<file path="src/hw/rtl/sidt_pkg.sv">
// Shared constants, codes and helper functions for the sidereal time block.
// Used by the fraction divider submodule, the top level and the testbench.
// No dependencies.
package sidt_pkg;

  localparam int FRAC_BITS = 48;

  localparam logic [63:0] TICKS_PER_DAY = 64'd5184000;
  localparam logic [63:0] LON_DEN       = 64'd1296000;
  localparam logic [63:0] T_DEN         = 64'd73050;
  localparam logic [63:0] LIN_DEN       = 64'd63115200000;
  localparam logic [63:0] LIN_MUL       = 64'd86401848;

  localparam int LON_DW = $clog2(LON_DEN);
  localparam int T_DW   = $clog2(T_DEN);
  localparam int LIN_DW = $clog2(LIN_DEN);
  localparam int UT_DW  = $clog2(TICKS_PER_DAY);

  // Register indexes on the configuration port.
  localparam logic [1:0] REG_LON_DEG = 2'd0;
  localparam logic [1:0] REG_LON_MIN = 2'd1;
  localparam logic [1:0] REG_LON_SEC = 2'd2;

  // floor(num * 2^FRAC_BITS / den) by restoring long division, for num < den.
  function automatic logic [FRAC_BITS-1:0] quot_q(input logic [63:0] num,
                                                  input logic [63:0] den);
    logic [63:0] r;
    logic [FRAC_BITS-1:0] q;
    r = num;
    q = '0;
    for (int i = 0; i < FRAC_BITS; i++) begin
      r = r << 1;
      q = q << 1;
      if (r >= den) begin
        r = r - den;
        q[0] = 1'b1;
      end
    end
    return q;
  endfunction

  localparam logic [FRAC_BITS-1:0] C_GMST0   = quot_q(64'd24110548, 64'd86400000);
  localparam logic [FRAC_BITS-1:0] C_QUAD    = quot_q(64'd93104, 64'd86400000000);
  localparam logic [FRAC_BITS-1:0] C_CUBE    = quot_q(64'd62, 64'd864000000000000);
  localparam logic [FRAC_BITS-1:0] C_UTSCALE = quot_q(64'd2737845, 64'd1000000000);

  function automatic logic [8:0] days_before(input logic [3:0] mo);
    logic [8:0] d;
    case (mo)
      4'd2:    d = 9'd31;
      4'd3:    d = 9'd59;
      4'd4:    d = 9'd90;
      4'd5:    d = 9'd120;
      4'd6:    d = 9'd151;
      4'd7:    d = 9'd181;
      4'd8:    d = 9'd212;
      4'd9:    d = 9'd243;
      4'd10:   d = 9'd273;
      4'd11:   d = 9'd304;
      4'd12:   d = 9'd334;
      default: d = 9'd0;
    endcase
    return d;
  endfunction

endpackage

</file>
<file path="src/hw/rtl/sidt_qdiv.sv">
// Pipelined restoring divider giving floor(num * 2^FRAC_BITS / DEN) for num < DEN.
// Resolves STEP quotient bits per register stage. Depends on sidt_pkg.
module sidt_qdiv #(
  parameter logic [63:0] DEN  = 64'd73050,
  parameter int          STEP = 4
) (
  input  logic                            clk,
  input  logic                            en,
  input  logic [$clog2(DEN)-1:0]          num,
  output logic [sidt_pkg::FRAC_BITS-1:0]  quo
);
  localparam int DW = $clog2(DEN);
  localparam int QW = sidt_pkg::FRAC_BITS;
  localparam int NS = QW / STEP;

  logic [DW-1:0] rem_r [NS];
  logic [QW-1:0] quo_r [NS];

  for (genvar g = 0; g < NS; g++) begin : g_st
    logic [DW-1:0] r_in;
    logic [QW-1:0] q_in;
    logic [DW-1:0] r_c;
    logic [QW-1:0] q_c;
    logic [DW:0]   x;

    if (g == 0) begin : g_first
      assign r_in = num;
      assign q_in = '0;
    end else begin : g_next
      assign r_in = rem_r[g-1];
      assign q_in = quo_r[g-1];
    end

    always_comb begin
      r_c = r_in;
      q_c = q_in;
      x   = '0;
      for (int k = 0; k < STEP; k++) begin
        x = {r_c, 1'b0};
        if (x >= DEN[DW:0]) begin
          x   = x - DEN[DW:0];
          q_c = {q_c[QW-2:0], 1'b1};
        end else begin
          q_c = {q_c[QW-2:0], 1'b0};
        end
        r_c = x[DW-1:0];
      end
    end

    always_ff @(posedge clk) begin
      if (en) begin
        rem_r[g] <= r_c;
        quo_r[g] <= q_c;
      end
    end
  end

  assign quo = quo_r[NS-1];
endmodule

</file>
<file path="config.mk">
export PLATFORM = sky130hd
export DESIGN_NAME = sidt_qdiv
export DESIGN_NICKNAME = d
export VERILOG_FILES = /design/src/hw/rtl/sidt_pkg.sv /design/src/hw/rtl/sidt_qdiv.sv
export SDC_FILE = /design/constraint.sdc
export NUM_CORES = 1
export LEC_CHECK = 0
export BUFFER_PORTS_ARGS = -buffer_cell sky130_fd_sc_hd__buf_2
export CAP_MARGIN = 20
export CORE_ASPECT_RATIO = 0.8
export CORE_UTILIZATION = 65
export CTS_CLUSTER_SIZE = 40
export DETAILED_ROUTE_END_ITERATION = 12
export GPL_TIMING_DRIVEN = 0
export PLACE_DENSITY = 0.88
export SYNTH_ARGS = -nofsm -noshare
export SYNTH_HDL_FRONTEND = slang
export SYNTH_SLANG_ARGS = --single-unit
</file>
<file path="constraint.sdc">
create_clock -name clk -period 12.3 [get_ports clk]
set_clock_uncertainty 0.15 [all_clocks]
set_input_delay 1.845 -clock clk [delete_from_list [all_inputs] [get_ports clk]]
set_output_delay 1.845 -clock clk [all_outputs]
set_load 0.1 [all_outputs]
</file>
* Yosys cells after proc, flatten, opt, wreduce, memory -nomap -nowiden
Memory sizes are Yosys's and may differ from the RTL's.
Cells that the tools add are included.
W data, S select, Z words.
** Word-level totals
- Bits in registers :: 0
- Memory bits (writable) :: 780
- Input bits :: 19
- Output and inout bits :: 48
- Logic and storage cells :: 196
- Memories :: 2
** Operators by class
- Add/sub/neg operators :: 48
- Magnitude comparators :: 48
- Mux-type cells :: 98
** Memory list
- quo_r :: words 12, bits a word 48, rd ports 12, clocked after Yosys merged registers in 0, write ports 12, line sidt_qdiv.sv:17 : logic [QW-1:0] quo_r [NS];
- rem_r :: words 12, bits a word 17, rd ports 11, clocked after Yosys merged registers in 0, write ports 12, line sidt_qdiv.sv:16 : logic [DW-1:0] rem_r [NS];
** Operators with widths (number)
- $ge A18 B17 Y1 const B :: 48
- $mux W17 :: 48
- $sub A17 B17 Y17 const B :: 48
- $mux W1 :: 50

* Depth between registers and ports, before layout
Gate-level depths: netlist (run 1).
An unclocked memory read counts as a cell.
- Word-level depth :: 9
- Depth in mapped cells :: 36

* Worst setup path after synthesis (run 1)
Ideal clock, no wire load.
- Path type :: input port to flip-flop
- Start point :: in num[1]
- End point :: mem rem_r[0][11] in the netlist's numbering (data pin)
- Arrival :: 8.394 ns
- Data required time :: 11.880 ns
- Path slack :: 3.486 ns
- Stages :: 32
- Path buffers :: 4
- Path through :: clkbuf_1 -> inv_1 -> ha_1 -> or4b_4 -> o32ai_4 -> a21oi_2 -> clkinv_2 -> clkbuf_1 -> nor2_1 -> a21oi_1 -> ha_1 -> and3_1 -> a31oi_1 -> and4_1 -> a221o_1 -> a2111o_1 -> a221oi_2 -> xor2_1 -> a41oi_2 -> a21o_1 -> nor2_1 -> inv_2 -> clkbuf_1 -> ha_1 -> nand2_1 -> a21oi_1 -> nand4b_1 -> a221oi_1 -> o221ai_2 -> buf_4 -> nand3_1 -> xor3_1
** RTL lines
- start, declared :: line sidt_qdiv.sv:9 : input logic [$clog2(DEN)-1:0] num,
- end, declared :: line sidt_qdiv.sv:16

==> results.tsv, run 1 <==
metric	value	unit
status	completed	
Clock Tree Buf Depth	3	
Yosys reg bits	488	
Ys Warns	0	
Synth Area in Compound Gates	27.75	%
final slew viol count	0	
most frequent cells in the layout	edfxtp_1 (488), nand2_1 (382), nor2_1 (372)	
RePlAce Congestion	0.9506	
CP Launch Type	input port	
ys async rst share	0	%
commonest non-fill, non-tap cell in the layout	edfxtp_1	
nature of the critical path endpoint	flop	
sequential fraction of the synthesis area	34.85	%
Max Cap Viol	0	
routed length per instance	18.10	um
combinational family with the most area after synthesis	compound AO/OA/AOI/OAI gates	
Clock Pin Slew Worst Setup and Hold Paths	0.07	ns
Adder-Cell Fraction of Synth Area	1.476	%
Cell variety after synth	132	
Tmin final	9.793	ns
first-pass GRT wire length	171600	um
Residual DRC	0	
cts hold-fix bufs	0	
Core Area	64080	sq um
Slowest-stage cell, CP	xor2_1	
Syn Inst Count	4738	
GRT Overall Usage	30.64	%
largest net degree at the start of global routing	134	
endpoints failing setup	0	
DR vias	38890	
actual slew at the worst max-slew pin	1.184	ns
Post-CTS Resized	0	
Arr. time, crit path	10.02	ns
CP max FO	11	
share of post-route cells with drive strength above 1	8.839	%
vias in the first global route	34330	
Mapped Avg Cell Area	8.875	sq um
WL met3	9905	um
I/O Buffers	61	
Remaining Overflow, GRT	0	
worst reg-to-reg setup slack	2.53	ns
highest clock rate	0.1021	GHz
Clock Sinks	488	
Syn-to-layout area delta	7.903	%
Skew-Pair Late Insertion Delay	0.64	ns
XOR/XNOR share of the synthesized area	10.26	%
die area	65720	sq um
H-tree depth	2	
IO Pins	67	
Starting Density	65.62	%
Post-Route M1 WL	48420	um
Worst path max stage delay	0.60	ns
Synth top area share	34.85	%
RSZ-0062 raised after global routing	false	
slew margin rel.	19.02	%
most area-hungry cell type in the Yosys netlist	edfxtp_1	
Hold WC Path Type	reg2reg	
Worst Path Required	12.52	ns
Root Buffer	clkbuf_16	
FP Rows	83	
Antenna Cells	0	
Die X-Extent	286.4	um
Post-synth EDFFs	488	
DRT iter0 DRCs	4794	
detailed-route wire length	104100	um
wire length on met2	44150	um
top cells by area, synth	edfxtp_1 (35%), xnor2_1 (6.9%), nand2_1 (3.4%)	
Synth Area in Simple Gates	19.81	%
placed wire-length estimate	75870	um
post-route ant nets	0	
Netlist Area Pre-Place	42050	sq um
Via density	6.765	
fin cells	5749	
critical path class	in2reg	
mux cell area share after synthesis	2.172	%
postcts setup bufs	0	
Top FF cell, synth	edfxtp_1	
Top Metal Used	met4	
final period utilization	79.62	%
Syn Nets	4805	
final hold viol count	0	
Final TNS setup	0	ns
Final #Nets	4926	
drt pass-1 iters	8	
Num CTS Buffers	51	
initial antenna violation count	0	
Die Y	229.5	um
Min Hold Slack	0.2609	ns
CTS tree	done	
cell count after placement	5654	
-- Yosys cell counts, drive strengths merged, types with 71 or more instances --
library cell  count
edfxtp          488
nand2b           75
nor3            137
mux2i            71
a211oi           86
o21ai           296
a21oi           293
inv             161
buf              91
nand2           385
a21o             72
xnor2           333
xor2            156
o211ai           90
nand3           164
clkbuf          113
nor2            375
and2             77
-- stage by stage --
step | setup slack (ns) | util (%) | cell area [sq um]
2_1_floorplan | 3.486 | - | 42050
3_3_place_gp | 2.068 | 67.76 | 43420
3_5_place_dp | 2.141 | 67.95 | 43540
4_1_cts | 2.715 | 70.79 | 45360
5_1_grt | 1.886 | 70.81 | 45370
6_report | 2.507 | 70.81 | 45370
-- registers in the layout, summed over array words and instances, names as in the netlist --
signal and flops:
quo_r 312, rem_r 176
-- path summary, 6_finish.rpt --
check	startpoint	cells past startpoint	to
setup reg to reg	rem_r[0][2]	33	rem_r[1][7]
hold reg to reg	quo_r[1][70]	0	quo_r[1][122]
hold / removal	quo_r[1][70]	0	quo_r[1][122]
setup / recovery	num[1]	32	rem_r[0][11]
-- final cells by class --
class | count | area [sq um]
Timing Repair Buffer | 68 | 439.2
Sequential cell | 488 | 14650
Clock buffer | 56 | 1295
Buffer | 204 | 913.4
Fill cell | 4804 | 18700
Tap cell | 850 | 1064
Multi-Input combinational cell | 3877 | 25840
Inverter | 169 | 638.1
Clock inverter | 37 | 525.5
-- worst max-delay path, delay by kind of cell --
kind | cells | cell delay, ns
AOI/OAI and AO/OA | 12 | 3.24
and+or+nand+nor | 8 | 1.87
buffers and inverters | 7 | 1.43
xor gates and xnor gates | 2 | 0.83
adders and majority gates | 3 | 0.80
-- kinds of logic after synthesis --
group / after synthesis
mux: 89
xor+xnor: 490
fa+ha+maj: 50
buf+inv: 373
simple gates: 1640
flops: 488
compound gates: 1608
-- layer usage --
layer	global-route usage, %	vias up
met3	4.353	160
li1	-	18480
met4	6.534	0
met5	0	-
met1	47.44	18290
met2	45.03	1962
Power of run 1 is left out: the tool's default activity adds up to more than one toggle a clock period on the data nets, which glitch-free logic cannot reach.
==> run 2, diff against run 1 <==
ABC_AREA = 1   (was not set)
CORE_UTILIZATION = 59   (was 65)
PLACE_DENSITY = 0.84   (was 0.88)
clock period = 8.5 ns   (was 12.3 ns; I/O delays follow)
==> run 2 against run 1 <==
Sequential share of layout area is 1.2 points higher. Final area fell by 3.5%. Synthesized cell count rose by 23%. Final cell count grew 20%. Routed wire length is 18% lower. Core utilization decreased by 6.1 points. Global-route usage decreased by 6.2 points. Synthesized area decreased by 3.6%. Critical endpoint is now rem_r[0][3]. Highest routed layer unchanged.
==> results.tsv, run 2 <==
metric	value	unit	change
status	completed		
initial antenna violation count	0		unchanged
postcts setup bufs	0		unchanged
RePlAce Congestion	0.9333		-1.8%
Syn-to-layout area delta	7.992	%	about the same
ys async rst share	0	%	unchanged
IO Pins	67		unchanged
share of post-route cells with drive strength above 1	12.01	%	+3.2 points
Syn Nets	5898		+23%
Num CTS Buffers	53		+3.9%
die area	69780	sq um	+6.2%
Final #Nets	6021		+22%
highest clock rate	0.1664	GHz	
Final Instance Area	43790	sq um	-3.5%
Residual DRC	0		unchanged
Clock Sinks	488		unchanged
commonest non-fill, non-tap cell in the layout	nand2_1		
final hold viol count	0		unchanged
cts hold-fix bufs	0		unchanged
Clock Pin Slew Worst Setup and Hold Paths	0.06	ns	about the same
GRT Overall Usage	24.42	%	-6.2 points
slew margin rel.	51.82	%	+33 points
Die Y	236.5	um	+3.0%
CP max FO	11		unchanged
first-pass GRT wire length	146400	um	-15%
drt pass-1 iters	6		-2
Remaining Overflow, GRT	0		unchanged
CP Launch Type	input port		
Top FF cell, synth	edfxtp_1		
Clock Tree Buf Depth	3		unchanged
Ys Warns	0		unchanged
nature of the critical path endpoint	flop		
most frequent cells in the layout	nand2_1 (2282), nand3_1 (684), inv_1 (618)		
Post-synth top cells	nand2_1 (2282), nand3_1 (684), inv_1 (618)		
max reg flops	312		unchanged
Slowest-stage cell, CP	nor2_1		
Core Area	67640	sq um	+5.6%
Yosys reg bits	488		unchanged
Netlist Area Pre-Place	40550	sq um	-3.6%
Max Cap Viol	0		unchanged
vias in the first global route	32120		-6.4%
post-route ant nets	0		unchanged
RSZ-0062 raised after global routing	false		
Cell variety after synth	55		-58%
endpoints failing setup	0		unchanged
most frequent cell after synthesis	nand2_1		
Antenna Cells	0		unchanged
DR vias	36560		-6.0%
Starting Density	59.95	%	-5.7 points
sequential fraction of the synthesis area	36.14	%	+1.3 points
filler instances	5850		+22%
Top reg by flops	quo_r		
placed wire-length estimate	64580	um	-15%
Worst Path Required	8.71	ns	-3.81 ns
top cells by area, synth	edfxtp_1 (36%), nand2_1 (21%), nand3_1 (8.4%)		
Syn Inst Count	5831		+23%
Arr. time, crit path	6.22	ns	-3.80 ns
Largest regs	quo_r: 312 flops, rem_r: 176 flops		
Mapped Avg Cell Area	6.954	sq um	-22%
final slew viol count	0		unchanged
Synth top area share	36.14	%	+1.3 points
Post-CTS Resized	0		unchanged
detailed-route wire length	85340	um	-18%
most area-hungry cell type in the Yosys netlist	edfxtp_1		
CTS tree	done		
actual slew at the worst max-slew pin	0.7151	ns	-0.4690 ns
I/O Buffers	64		+4.9%
Via density	5.290		-22%
FP Rows	85		+2.4%
largest net degree at the start of global routing	118		-12%
Tmin final	6.011	ns	
Die X-Extent	295.1	um	+3.1%
H-tree depth	2		unchanged
Skew-Pair Late Insertion Delay	0.61	ns	-0.03 ns
Worst path max stage delay	0.26	ns	-0.34 ns
DRT iter0 DRCs	2838		-41%
routed length per instance	12.35	um	-32%
Root Buffer	clkbuf_16		
Post-DP Area	42130	sq um	-3.2%
Hold WC Path Type	reg2reg		
Post-synth EDFFs	488		unchanged
critical path class	in2reg		
final period utilization	70.71	%	
## run 2: worst paths after layout
| check | startpoint | end | slack [ns] | cells past startpoint |
|---|---|---|---|---|
| max | num[13] | rem_r[0][3] | 2.49 | 35 |
| min | quo_r[2][7] | quo_r[2][59] | 0.26 | 0 |
| max reg2reg | rem_r[0][2] | rem_r[1][7] | 2.92 | 35 |
| min reg2reg | quo_r[2][7] | quo_r[2][59] | 0.26 | 0 |
## run 2: kinds of logic after synthesis
group	Yosys count	synth area share, %
flops	488	36.14
buf+inv	823	9.196
xor+xnor	270	5.999
fa+ha+maj	48	1.481
simple gates	3789	40.73
compound gates	413	6.455
## run 2: worst max-delay path: cells and delay by family
| family | cells | cell delay, ns |
|---|---|---|
| adder cells (fa/ha/maj) | 3 | 0.66 |
| AND/OR/NAND/NOR | 25 | 3.22 |
| AO/OA/AOI/OAI | 1 | 0.07 |
| buffers and inverters | 6 | 1.00 |
## run 2: per-layer routing
layer / vias to the layer above / track usage [%] / routed length [um]
met2: 918 / 38.47 / 37060
li1: 19020 / - / -
met5: - / 0 / 0
met1: 16530 / 36.47 / 42480
met4: 0 / 4.742 / 1112
met3: 94 / 2.534 / 4696
## run 2: cell type report
cell class                      instances  area, sq um  area share (%)
Timing Repair Buffer                   68        440.4           1.006
Buffer                                109         1040           2.374
Clock inverter                         38        305.3          0.6972
Inverter                              714         2689           6.141
Multi-Input combinational cell       4520        22170           50.62
Clock buffer                           60         1353           3.089
Tap cell                              913         1142           2.609
Sequential cell                       488        14650           33.47
## run 2: stage by stage
step | TNS [ns] | instances | utilization, % | setup slack (ns) | hold WS, ns
detailed placement | 0 | 6812 | 62.29 | 1.964 | 0.2545
finish | 0 | 6910 | 64.74 | 2.489 | 0.2618
global route | 0 | 6910 | 64.74 | 2.085 | 0.2574
CTS | 0 | 6910 | 64.74 | 2.581 | 0.2497
floorplan | 0 | 5831 | - | 2.999 | 0.2503
global placement | -484.09 | 6808 | 62.11 | -1.073 | 0.2506
Power of run 2 is left out for the same reason.
